**src/hkv_queue.sv**
```systemverilog
// two-entry queue between front and back ends
`default_nettype none
module hkv_queue #(
   parameter int WIDTH = 8
) (
   input  wire logic             clock,
   input  wire logic             reset,
   input  wire logic             in_valid,
   output logic                  in_ready,
   input  wire logic [WIDTH-1:0] in_data,
   output logic                  out_valid,
   input  wire logic             out_ready,
   output logic [WIDTH-1:0]      out_data
);

   logic [WIDTH-1:0] data_ff [2];
   logic [1:0] count_ff, count_in;
   logic       rd_ptr_ff, wr_ptr_ff;
   logic       push, pop;

   assign in_ready  = (count_ff != 2'd2);
   assign out_valid = (count_ff != 2'd0);
   assign out_data  = data_ff[rd_ptr_ff];
   assign push      = in_valid && in_ready;
   assign pop       = out_valid && out_ready;

   always_comb begin
      count_in = count_ff;
      if (push && !pop) begin
         count_in = count_ff + 2'd1;
      end else if (pop && !push) begin
         count_in = count_ff - 2'd1;
      end
   end

   always_ff @(posedge clock) begin
      if (reset) begin
         count_ff  <= '0;
         rd_ptr_ff <= 1'b0;
         wr_ptr_ff <= 1'b0;
      end else begin
         count_ff <= count_in;
         if (push) begin
            wr_ptr_ff <= ~wr_ptr_ff;
         end
         if (pop) begin
            rd_ptr_ff <= ~rd_ptr_ff;
         end
      end
      if (push) begin
         data_ff[wr_ptr_ff] <= in_data;
      end
   end

endmodule
`default_nettype wire

```
**config.mk**
```make
export PLATFORM = sky130hd
export DESIGN_NAME = hkv_queue
export DESIGN_NICKNAME = d
export VERILOG_FILES = /design/src/hkv_queue.sv
export SDC_FILE = /design/constraint.sdc
export NUM_CORES = 1
export LEC_CHECK = 0
export BUFFER_PORTS_ARGS = -buffer_cell sky130_fd_sc_hd__buf_2
export CAP_MARGIN = 40
export CORE_UTILIZATION = 56
export CTS_BUF_LIST = sky130_fd_sc_hd__clkbuf_2 sky130_fd_sc_hd__clkbuf_4 sky130_fd_sc_hd__clkbuf_8
export CTS_CLUSTER_DIAMETER = 40
export DETAILED_ROUTE_END_ITERATION = 10
export PLACE_DENSITY_LB_ADDON = 0.25
export SYNTH_ARGS = -nofsm -noshare
export SYNTH_HDL_FRONTEND = slang
export SYNTH_SLANG_ARGS = --single-unit
```
**constraint.sdc**
```tcl
create_clock -name clock -period 2.91 [get_ports clock]
set_clock_uncertainty 0.05 [all_clocks]
set_input_delay 0.4365 -clock clock [delete_from_list [all_inputs] [get_ports clock]]
set_output_delay 0.4365 -clock clock [all_outputs]
set_load 0.01 [all_outputs]
```
# == Yosys cells after proc, flatten, opt, wreduce, memory -nomap -nowiden ==
# Memory sizes are Yosys's and may differ from the RTL's. A register that Yosys moved wholly into a read port is not among the register bits.
# Cells that the tools add are included.
# op_classes
n_reduce_logical,8
bitwise_logic,2
n_lt_le_gt_ge,0
mul,0
n_shift,0
n_addsub,2
div_mod_pow,0
muxes,6
n_eq_ne,1
# ops
cell,count
$logic_and 1x1->1,4
$mux 1,4
$mux 2,2
$reduce_bool 2->1,2
$add 2x1->2 const B,1
$logic_not 1->1,2
$ne 2x2->1 const B,1
$not 1->1,2
$sub 2x1->2 const B,1
# word_totals
out_inout_bits,10
inputBits,12
romBits,0
ff_bits,4
latch_bits,0
elab_cells,23
ramBits,16
memories,1
# mem_list
memory,depth,width,read_ports,rd_ports_with_merged_regs,write_ports,line,text
data_ff,2,8,1,1,1,16,logic [WIDTH-1:0] data_ff [2];

# == Logic depth before layout (Yosys ltp) ==
# logic_depth
word_depth,6
ltp_mapped,6

# == Least setup slack after synthesis ==
# No wires, ideal clock.
# synth_timing
path_type,reg-to-reg
from,register count_ff[0]
to,register count_ff[1]
period_less_slack_ns,1.632
arrival_ns,1.512
setup_slack_ns,1.278
setup_ns,0.070
stages_incl_launch_ff,6
path_cell_list,dfxtp_1 -> nand2b_1 -> and2_1 -> ha_1 -> or3_1 -> a21oi_1
# synth_via
elab_chain_len,5
word_cells_on_any_way,13
cone_classes,2 x add/sub; 1 x eq/ne; 2 x mux; 8 x reduce/logical
# synth_rtl
element,line,text
"start, declared",17,"logic [1:0] count_ff, count_in;"
"start signal, assigned",42,count_ff <= count_in;
$ne 2x2->1 (*),21,assign in_ready = (count_ff != 2'd2);
via in_ready,9,"output logic in_ready,"
$logic_and 1x1->1 (*),24,assign push = in_valid && in_ready;
via push,19,"logic push, pop;"
$logic_not 1->1,31,end else if (pop && !push) begin
$logic_and 1x1->1,31,
$reduce_bool 2->1 (no line),n/a,
# The timed path passes the listed nets; every way through them passes the cells marked *. The select of a mux whose other input is x is not followed.
# A chain may end at the register's enable or synchronous reset.

==> impl_metrics.csv <==
group,metric,value,unit
status,status,"completed",
power_and_ir_drop,p_sw_share,28.4,%
grt,grt_pass1_wl,1450,um
synth,ys_types,17,
drt,first_iter_violations,6,
layout,layout_common_cells,"21 x buf_2, 16 x edfxtp_1, 8 x mux2_2, 5 x dfxtp_1, 4 x clkbuf_4",
setup_path,cp_cell_sequence,"mux2_2 > buf_2",
min_path,hold_class,"in2reg",
power_and_ir_drop,clkPwrFrac,17.4,%
layout,fin_util,71.9,%
power_and_ir_drop,p_int,561,uW
layout,regArea,581,um2
clock_network,post_cts_buffers,0,
clock_network,cts_buffer_depth,2,
timing,hold_slack,0.285,ns
synth,syn_nets,62,
setup_path,required,2.42,ns
floorplanning,ios,22,
synth,synthCells,49,
synth,synth_fa_ha_area_share,1.57,%
synth,avgSynthCellArea,16.3,um2
floorplanning,die_h,39.8,um
synth,ys_seq_area_share,72.7,%
clock_network,clkLatencyLatePin,0.28,ns
setup_path,max_stage_delay,0.53,ns
setup_path,reg2reg_from,"count_ff[0]",
timing,fin_crit_sh,62.2,%
grt,grt_pass1_vias,345,
setup_path,critPathMaxFanout,8,
synth,synth_seq_cells,21,
layout,multi_input_area,209,um2
synth,synthTopCellsByArea,"edfxtp_1 60%, dfxtp_1 13%, mux2_2 11%",
place,io_buffers,21,
layout,mostFrequentLayoutCell,"buf_2",
drt,vias,447,
setup_path,worst_ep_arrival_time,1.32,ns
timing,finalCriticalPeriod,1.81,ns
floorplanning,row_count,13,
timing,finalMaxSlewViolations,0,
timing,tightest_slew,0.353,ns
synth,synth_compound_area_share,3.76,%
power_and_ir_drop,pwr-share-comb,29.3,%
setup_path,r2r_setup_slack,1.18,ns
clock_network,htree_levels,1,
drt,finalWirelength,1060,um
min_path,whs_endpoint,"data_ff[0][0]",
timing,finalSetupViolations,0,
floorplanning,start_util,60.6,%
power_and_ir_drop,p_per_area,827,mW/mm2
layout,nNetsFinal,87,
layout,num_antenna_cells,0,
min_path,min_from,"in_data[0]",
layout,fill_cells,88,
grt,antenna_found_initial,0,
place,hpwlAfterDp,756,um
floorplanning,die_w,39.8,um
timing,finalHoldViolCount,0,
timing,fmax,552,MHz
min_path,min_path_cells,1,
setup_path,timing.rr.end,"count_ff[1]",
grt,grt-ovfl-total,0,
clock_network,cts_tree,"done",
setup_path,critPathLaunchType,"flip-flop",
floorplanning,coreArea,0.00132,mm2
drt,firstDrtPassIters,3,
power_and_ir_drop,seq_power_share,53.3,%
setup_path,cp_top_family,"flip-flops",
power_and_ir_drop,p_switching,222,uW
synth,yosys.area_share.simple,6.27,%
synth,synth_top_family_by_area,"multiplexers",
run,drv_cap,0,
setup_path,cp-end-kind,"primary output",
drt,drc_errors,0,
power_and_ir_drop,vdd_drop_max,0.620,mV
floorplanning,die_area,0.00158,mm2
synth,yosys.area.top_type_share,60.2,%
synth,synth_area_leader_cell,"edfxtp_1",
drt,detail-route-antenna-nets,0,
timing,finalSetupTns,0,ns
clock_network,cts_num_sinks,21,
layout,drive_above_1_share,47.9,%
clock_network,cts_resized,0,
synth,synth_area,798,um2
setup_path,rr_worst_depth,5,
grt,grt_start_max_net_pins,12,
place,gp_congestion,0.695,
setup_path,crit_type,"reg2out",
setup_path,worst-path-buf-inv,1,
drt,routed_via_density,5.08,
synth,synth_xor_xnor_area_share,3.29,%
clock_network,root_buffer,"clkbuf_4",
clock_network,cts_buffers,3,
synth,synthMuxAreaShare,11.3,%
layout,syn_to_final_growth,18.7,%
synth,ys_warn_count,0,
drt,wl_per_cell,12.0,um
timing,rsz0062_at_grt,"false",
clock_network,hold_buffers,0,
setup_path,slowest_stage,"dfxtp_1",
power_and_ir_drop,power_leakage,0.000382,uW
timing,maxSlewHeadroom,76.5,%
clock_network,clk_pin_slew,0.10,ns
grt,grt_use_total,14.6,%
-- worst max-delay path by stage --
stage               slack, ns  cells after the start           to
floorplan                1.28                      5  count_ff[1]
global placement         1.31                      5  count_ff[1]
detailed placement       1.25                      5  count_ff[1]
CTS                      1.09                      2  out_data[4]
global route             1.02                      2  out_data[7]
finish                   1.10                      2  out_data[4]
-- Yosys cell counts (all sizes together) --
cell,instances
and2,1
mux2,8
inv,1
or2,1
or3,1
dfxtp,5
nor2,3
xor2,3
nand3b,1
o21ai,2
a21oi,2
ha,1
a21bo,1
nand2b,1
and3,1
edfxtp,16
buf,1
-- worst reg2reg max path: cells and delay by family (launching register included) --
family / cells / cell delay, ns
flops: 1 / 0.36
fa+ha+maj: 1 / 0.33
compound gates: 1 / 0.17
simple gates: 3 / 0.76
-- cell families (layout without fill, tap and decap cells) --
group	after synthesis	after routing
flip-flops	21	21
AND/OR/NAND/NOR	9	9
multiplexers	8	8
AO/OA/AOI/OAI	5	5
XOR/XNOR	3	3
buffers and inverters	2	26
adder cells (fa/ha/maj)	1	1
-- final cells by class --
cell class | count | share of cell area [%]
Clock buffer | 4 | 3.17
Inverter | 1 | 0.396
Multi-Input combinational cell | 26 | 22.1
Sequential cell | 21 | 61.3
Tap cell | 15 | 1.98
Timing Repair Buffer | 21 | 11.1
-- power by group through the flow --
stage	logic, uW	registers, uW	clock network [uW]
final	229	417	137
after global routing	255	423	155
after CTS	232	418	139
after detailed placement	228	423	0
after global placement	224	421	0
after floorplan	175	404	0
-- stage by stage --
step	instances	cell area (um2)	setup slack, ns	power, uW
after floorplan	49	798	1.28	579
after global placement	84	917	1.31	646
after detailed placement	84	917	1.25	651
after CTS	88	947	1.09	789
after global routing	88	947	1.02	834
final	88	947	1.10	783
-- layer usage --
layer  global-route usage, %  part of all wire (%)  vias up
met5                       0                     0        -
met4                    2.59                  0.57        0
met3                    3.41                   3.2        2
met2                    25.8                    52       14
met1                    18.1                    44      200
li1                        -                     -      231
-- sequential cells by signal (all words and copies together), names as in the netlist, named ones only --
signal and cells:
count_ff 2, data_ff 16, rd_ptr_ff 1, wr_ptr_ff 1
Power figures use the tool's default switching activity.
