File: src/hkv_pkg.sv
// shared types and codes for the hashed key-value table
`default_nettype none
package hkv_pkg;

   localparam int MAX_KEY_BYTES = 16;
   localparam logic [63:0] FNV_BASIS = 64'hcbf29ce484222325;

   localparam logic FUNC_LOOKUP = 1'b0;
   localparam logic FUNC_INSERT = 1'b1;

   localparam logic [2:0] ST_FOUND     = 3'd0;
   localparam logic [2:0] ST_NOT_FOUND = 3'd1;
   localparam logic [2:0] ST_INSERTED  = 3'd2;
   localparam logic [2:0] ST_UPDATED   = 3'd3;
   localparam logic [2:0] ST_FULL      = 3'd4;

   typedef struct packed {
      logic        func;
      logic [63:0] key_high;
      logic [63:0] key_low;
      logic [4:0]  key_len;
      logic [31:0] new_value;
   } hkv_item_type;

   typedef struct packed {
      logic        valid;
      logic [4:0]  key_len;
      logic [63:0] key_high;
      logic [63:0] key_low;
      logic [31:0] value;
   } hkv_slot_type;

   // fnv prime is 2^40 + 0x1b3, so the product is a handful of shifted adds
   function automatic logic [63:0] fnv_mult(input logic [63:0] x);
      fnv_mult = (x << 40) + (x << 8) + (x << 7) + (x << 5) + (x << 4) + (x << 1) + x;
   endfunction

endpackage
`default_nettype wire

File: src/hkv_front.sv
// front end: takes requests, masks the key, hashes it and reduces to a home slot
`default_nettype none
module hkv_front
   import hkv_pkg::*;
#(
   parameter int CAPACITY = 256,
   parameter int IDX_W    = 8
) (
   input  wire logic             clock,
   input  wire logic             reset,
   input  wire logic             in_valid,
   output logic                  in_ready,
   input  wire hkv_item_type     in_item,
   output logic                  out_valid,
   input  wire logic             out_ready,
   output hkv_item_type          out_item,
   output logic [IDX_W-1:0]      out_home
);

   typedef enum logic [3:0] {
      F_IDLE = 4'b0001,
      F_HASH = 4'b0010,
      F_MOD  = 4'b0100,
      F_PUSH = 4'b1000
   } front_state_type;

   localparam logic [IDX_W+1:0] CAP_EXT = (IDX_W+2)'(CAPACITY);
   localparam logic [4:0] MAX_LEN = 5'(MAX_KEY_BYTES);

   front_state_type state_ff, state_in;
   hkv_item_type    item_ff, item_in;
   logic [63:0]     hash_ff, hash_in;
   logic [3:0]      byte_ff, byte_in;
   logic [2:0]      mod_cnt_ff, mod_cnt_in;
   logic [IDX_W:0]  rem_ff, rem_in;

   logic [4:0]   len_sat;
   logic [127:0] key_raw, key_masked;
   logic [7:0]   cur_byte;
   logic [IDX_W+1:0] trial;

   function automatic logic [7:0] key_byte(input logic [3:0] i);
      logic [127:0] k;
      k = {item_ff.key_high, item_ff.key_low};
      key_byte = k[{i, 3'b000} +: 8];
   endfunction

   assign in_ready  = (state_ff == F_IDLE);
   assign out_valid = (state_ff == F_PUSH);
   assign out_item  = item_ff;
   assign out_home  = rem_ff[IDX_W-1:0];
   assign cur_byte  = key_byte(byte_ff);

   always_comb begin
      len_sat = (in_item.key_len > MAX_LEN) ? MAX_LEN : in_item.key_len;
      key_raw = {in_item.key_high, in_item.key_low};
      for (int i = 0; i < 16; i++) begin
         key_masked[i*8 +: 8] = (5'(i) < len_sat) ? key_raw[i*8 +: 8] : 8'h00;
      end
   end

   always_comb begin
      state_in   = state_ff;
      item_in    = item_ff;
      hash_in    = hash_ff;
      byte_in    = byte_ff;
      mod_cnt_in = mod_cnt_ff;
      rem_in     = rem_ff;
      trial      = '0;
      case (state_ff)
         F_IDLE: begin
            if (in_valid) begin
               item_in.func      = in_item.func;
               item_in.key_low   = key_masked[63:0];
               item_in.key_high  = key_masked[127:64];
               item_in.key_len   = len_sat;
               item_in.new_value = in_item.new_value;
               hash_in    = FNV_BASIS;
               byte_in    = '0;
               mod_cnt_in = '0;
               rem_in     = '0;
               state_in   = (len_sat == 5'd0) ? F_MOD : F_HASH;
            end
         end
         F_HASH: begin
            hash_in = fnv_mult(hash_ff ^ {56'd0, cur_byte});
            byte_in = byte_ff + 4'd1;
            if (({1'b0, byte_ff} + 5'd1) == item_ff.key_len) begin
               state_in = F_MOD;
            end
         end
         F_MOD: begin
            // remainder by capacity, eight hash bits per cycle, msb first
            for (int k = 0; k < 8; k++) begin
               trial = {rem_in, hash_ff[63-k]};
               if (trial >= CAP_EXT) begin
                  trial = trial - CAP_EXT;
               end
               rem_in = trial[IDX_W:0];
            end
            hash_in    = hash_ff << 8;
            mod_cnt_in = mod_cnt_ff + 3'd1;
            if (mod_cnt_ff == 3'd7) begin
               state_in = F_PUSH;
            end
         end
         F_PUSH: begin
            if (out_ready) begin
               state_in = F_IDLE;
            end
         end
         default: state_in = F_IDLE;
      endcase
   end

   always_ff @(posedge clock) begin
      if (reset) begin
         state_ff <= F_IDLE;
      end else begin
         state_ff <= state_in;
      end
      item_ff    <= item_in;
      hash_ff    <= hash_in;
      byte_ff    <= byte_in;
      mod_cnt_ff <= mod_cnt_in;
      rem_ff     <= rem_in;
   end

endmodule
`default_nettype wire

File: config.mk
export PLATFORM = sky130hd
export DESIGN_NAME = hkv_front
export DESIGN_NICKNAME = d
export VERILOG_FILES = /design/src/hkv_pkg.sv /design/src/hkv_front.sv
export SDC_FILE = /design/constraint.sdc
export NUM_CORES = 1
export LEC_CHECK = 0
export ABC_AREA = 0
export BUFFER_PORTS_ARGS = -buffer_cell sky130_fd_sc_hd__buf_2
export CAP_MARGIN = 20
export CORE_MARGIN = 3
export CORE_UTILIZATION = 25
export DETAILED_ROUTE_END_ITERATION = 10
export PLACE_DENSITY = 0.44
export SYNTH_ARGS = -nofsm -noshare
export SYNTH_HDL_FRONTEND = slang
export SYNTH_SLANG_ARGS = --single-unit
File: constraint.sdc
create_clock -name clock -period 7.28 [get_ports clock]
set_clock_uncertainty 0.1 [all_clocks]
set_input_delay 0.728 -clock clock [delete_from_list [all_inputs] [get_ports clock]]
set_output_delay 0.728 -clock clock [all_outputs]
set_load 0.05 [all_outputs]
* Yosys cells after proc, flatten, opt, wreduce, memory -nomap -nowiden
Cells that the tools add are included.
Storage, ports and cells: output and inout bits 176, word-level logic and storage cells 117, bits of input ports 170, bits in registers 250
Cells by class: mux-type cells 30, shift operators 1, reduce and logical (&&, ||, !) cells 9, magnitude comparators 25, equality and inequality tests 10, add/subtract/negate cells 17, bitwise logic cells 1
Operators with widths (number):
- 64-bit adder | 6
- 64-bit one-hot mux with 3 select lines | 1
- 9-bit two-way mux | 16
- 128-bit by 8-bit variable part select with 8-bit output | 1
- 10-bit by 9-bit >= comparator with 1-bit output, second input constant | 8
- 9-bit subtractor, second input constant | 8
- 64-bit two-way mux | 1
- 64-bit by 8-bit bitwise XOR with 64-bit output | 1
- 4-bit by 5-bit less-than comparator with 1-bit output, first input constant | 8
- 3-bit by 5-bit less-than comparator with 1-bit output, first input constant | 4
- 4-bit two-way mux | 5
- 9-bit one-hot mux with 2 select lines | 1
- 4-bit one-hot mux with 4 select lines | 1
- 1-bit by 5-bit less-than comparator with 1-bit output, first input constant | 2
- 2-bit by 5-bit less-than comparator with 1-bit output, first input constant | 2
- 4-bit one-hot mux with 2 select lines | 1
- 2-bit AND reduction | 4
- 3-bit two-way mux | 2
- 2-bit inequality test, second input constant | 3
- 3-bit one-hot mux with 2 select lines | 1
- 4-bit by 1-bit adder with 5-bit output, second input constant | 1
- 5-bit == test | 1
- 5-bit greater-than comparator, second input constant | 1
- 5-bit zero test | 1
- other kinds (12) | 13

* Logic depth before layout (Yosys ltp)
depth in word-level cells 24, mapped depth 25, mapped depth without buffers 23

* Least setup slack after synthesis
Ideal clock, no wire load.
path kind register to register, start point register byte_ff[2], end point register hash_ff[48] (data pin), clock period less this slack 6.996 ns, required time 6.916 ns, path buffers 3, cell stages (with the launch flop) 24, library setup time 0.264 ns, slack 0.284 ns, arrival time 6.633 ns, path through edfxtp_1 > buf_2 > buf_1 > buf_1 > mux4_2 > mux4_2 > xor2_1 > inv_1 > fa_1 > inv_1 > fa_1 > fa_1 > ha_1 > ha_1 > a21oi_1 > nor3_1 > a311oi_1 > a211oi_2 > nor3b_2 > a21oi_2 > a221oi_2 > a211oi_2 > xnor2_1 > o21ai_1
Between the ends: cells in the longest elaborated chain, start to end 9
RTL lines:
- from (decl) | line hkv_front.sv:33 | logic [3:0] byte_ff, byte_in;
- from (signal assigned) | line hkv_front.sv:124 | byte_ff <= byte_in;
- 128-bit by 8-bit variable part select with 8-bit output * | line hkv_front.sv:45 | key_byte = k[{i, 3'b000} +: 8];
- 64-bit by 8-bit bitwise XOR with 64-bit output * | line hkv_front.sv:86 | hash_in = fnv_mult(hash_ff ^ {56'd0, cur_byte});
- 64-bit adder (5 in series) | line hkv_pkg.sv:35 | fnv_mult = (x << 40) + (x << 8) + (x << 7) + (x << 5) + (x << 4) + (x << 1) + x;
- 64-bit adder * | line hkv_pkg.sv:35
- 64-bit one-hot mux with 3 select lines * | line hkv_front.sv:70 | case (state_ff)
- net hash_in[48] | line hkv_front.sv:32 | logic [63:0] hash_ff, hash_in;
- to (signal assigned) | line hkv_front.sv:123 | hash_ff <= hash_in;
- to (decl) | line hkv_front.sv:32
Mark *: on every way through the listed nets, which the timed path passes. The rest lies on a longest branch. A chain may end at the register's enable or synchronous reset.

* Worst setup path after layout
start point register byte_ff[0], end point register hash_ff[60] (data pin)
Same word-level chain as after synthesis.

==> impl_metrics.env <==
export IMPL_final_util_pct=30.4
export IMPL_row_count=103
export IMPL_syn2layout_area_growth_pct=20.1
export IMPL_cts_clk_slew_worst_paths_ns=0.07
export IMPL_die_width_microns=289
export IMPL_max_freq_mhz=143
export IMPL_tritoncts="done"
export IMPL_fp_coreArea_sq_um=79000
export IMPL_tightest_slew_ns=1.03
export IMPL_slew_violations=0
export IMPL_required_ns=7.49
export IMPL_grt_util_all_layers_pct=15.8
export IMPL_avgSynthCellArea_sq_um=12.9
export IMPL_cp_num_buf_inv=4
export IMPL_htree_levels=1
export IMPL_dr_pass1_iters=4
export IMPL_synth_largest_area_cell="edfxtp_1"
export IMPL_place_gp_congestion=0.853
export IMPL_synth_main_ff_cell="edfxtp_1"
export IMPL_min_period_ns=6.97
export IMPL_cpMostUsedCell="fa_1"
export IMPL_finalSetupTns_ns=0
export IMPL_synth_top_area_share_pct=36.8
export IMPL_final_antenna_net_count=0
export IMPL_syn_nets=2079
export IMPL_multiInputGateArea_sq_um=12100
export IMPL_drc=0
export IMPL_chipHeight_microns=289
export IMPL_nets=2430
export IMPL_cts_buffer_depth=3
export IMPL_routed_wl_microns=65800
export IMPL_hp_class="input pin to flop"
export IMPL_ys_seq_area_share_pct=37.2
export IMPL_path_cells="buf_12 -> buf_6 -> mux4_2 -> mux4_2 -> xnor2_1 -> buf_4 -> fa_1 -> inv_1 -> fa_1 -> fa_1 -> ha_1 -> ha_1 -> a21o_1 -> a31o_2 -> o21ai_1 -> a21oi_1 -> o211ai_1 -> a31oi_1 -> or2_0 -> o31ai_1 -> o211ai_1"
export IMPL_place_hpwl_microns=51900
export IMPL_portBuffers=345
export IMPL_synth_area_leaders="edfxtp_1, fa_1, ha_1, mux4_2, nor2b_1"
export IMPL_num_vias=13800
export IMPL_yosysUniqueCellTypes=75
export IMPL_wl_per_cell_microns=22.1
export IMPL_cts_num_sinks=249
export IMPL_clock_root_buffer="clkbuf_16"
export IMPL_max_cap_viol_count=0
export IMPL_syn_inst=1551
export IMPL_finalSetupViolCount=0
export IMPL_cp_max_fo=26
export IMPL_synth_edf_count=245
export IMPL_cts_buffers=28
export IMPL_outcome="complete, no violations"
export IMPL_worstPathArrival_ns=7.18
export IMPL_synthesis_area_sq_um=20000
export IMPL_synth_warnings=0
export IMPL_grt_max_degree=76
export IMPL_path_class="flop to flop"
export IMPL_drive_above_1_share_pct=25.0
export IMPL_async_reset_ff_share_pct=0
export IMPL_avgViaCountPerCell=4.63
export IMPL_ios=346
export IMPL_drtIter0Drc=688
export IMPL_grt_pass1_wl_microns=98900
export IMPL_cpMaxStageDelayCell="mux4_2"
export IMPL_synth_commonest_cells="edfxtp_1, fa_1, ha_1"
export IMPL_filler_cell_count=8050
export IMPL_finalHoldViolations=0
export IMPL_start_kind="flop"
export IMPL_worst_skew_pair_late_latency_ns=0.57
export IMPL_rsz0062_at_grt="false"
export IMPL_crit_path_end_kind="flop"
export IMPL_register_area_sq_um=7440
export IMPL_slew_headroom_pct=31.6
export IMPL_start_util_pct=25.3
export IMPL_antennaDiodeCount=0
export IMPL_synth_seq_cells=249
export IMPL_dieArea_sq_um=83300
export IMPL_period_share_pct=95.7
export IMPL_critPathTopFamily="adder cells"
export IMPL_cpPeakStageDelay_ns=0.54
export IMPL_grt_pass1_vias=15300
export IMPL_antenna_found_initial=6
export IMPL_grt_overflow=0
sequential cells by signal (all words and copies together) (netlist names):
signal	flops
byte_ff	4
hash_ff	64
mod_cnt_ff	3
out_item	166
rem_ff	8
state_ff	4
final timing paths:
path / start / end / slack [ns] / depth (start not counted)
min reg2reg: mod_cnt_ff[0]$_SDFFCE_PN0P_ / mod_cnt_ff[0]$_SDFFCE_PN0P_ / 0.48 / 1
max: byte_ff[0]$_SDFFCE_PN0P_ / hash_ff[60]$_DFFE_PP_ / 0.31 / 21
max reg2reg: byte_ff[0]$_SDFFCE_PN0P_ / hash_ff[60]$_DFFE_PP_ / 0.31 / 21
min: in_item[165] / out_item[165]$_DFFE_PP_ / 0.23 / 1
metrics by stage:
step,hold WS (ns),std cells,worst slack [ns],cell area (sq um)
after detailed placement,0.470,2920,-0.233,23100
after CTS,0.189,2970,0.00424,23900
after global routing,0.208,2972,0.00790,24000
after global placement,0.454,2920,-0.0886,23100
final,0.226,2972,0.311,24000
after floorplan,0.438,1551,0.284,20000
layout make-up:
type                            count  share of cell area, %
Clock buffer                       36                   3.13
Clock inverter                     14                  0.396
Inverter                           73                   1.16
Multi-Input combinational cell   1174                   50.5
Sequential cell                   249                   31.0
Tap cell                         1050                   5.48
Timing Repair Buffer              376                   8.34
placed cells by master, fill, tap and decap left out, types with 13 or more instances in the layout:
cell type  synthesis  final
a21o_1            38     38
nand4_1           16     16
xor2_1            32     31
a21oi_1           88     86
edfxtp_1         245    245
nor2b_1           88     88
xnor2_1           43     43
o21ai_0           78     78
clkbuf_16          0     29
nand2_1           89     89
buf_2             10    345
inv_1             72     70
and2_1            76     76
nor2_1            61     60
nand3_1           16     16
buf_4              0     27
mux4_2            30     30
fa_1             245    245
nor3_1            14     13
ha_1             113    113
cell families (layout without fill, tap and decap cells):
group,Yosys count,count (layout),share of synthesized area (%)
and+or+nand+nor,404,404,10.8
AOI/OAI and AO/OA,292,292,9.23
buffers and inverters,128,499,2.57
muxes,41,41,4.75
adders and majority gates,358,358,31.6
DFF,249,249,37.2
xor gates and xnor gates,79,79,3.78
per-layer routing:
| layer | vias to the layer above | global-route usage, % | part of all wire, % | wire, microns |
|---|---|---|---|---|
| met5 | - | 0 | 0.085 | 56 |
| met4 | 10 | 5.30 | 3.7 | 2420 |
| met3 | 85 | 3.11 | 5.4 | 3570 |
| met2 | 413 | 27.9 | 50 | 33200 |
| met1 | 6994 | 19.1 | 40 | 26500 |
| li1 | 6248 | - | - | - |
repair_timing:
action	4_1_cts	5_1_grt
setup endpoints to repair	3	9
setup buffers	0	2
gates resized for setup	1	9
pin swaps	0	2
hold buffers	0	0
worst reg2reg max path: stages, from the launching register on:
cell and delay, ns:
edfxtp_1 0.37, buf_12 0.23, buf_6 0.23, mux4_2 0.55, mux4_2 0.51, xnor2_1 0.14
buf_4 0.17, fa_1 0.54, inv_1 0.05, fa_1 0.48, fa_1 0.49, ha_1 0.31
ha_1 0.37, a21o_1 0.24, a31o_2 0.26, o21ai_1 0.19, a21oi_1 0.14, o211ai_1 0.44
a31oi_1 0.16, or2_0 0.27, o31ai_1 0.31, o211ai_1 0.15
Power is not shown: default switching activity piles up to over one toggle a cycle in this logic, so the estimate is an artifact.
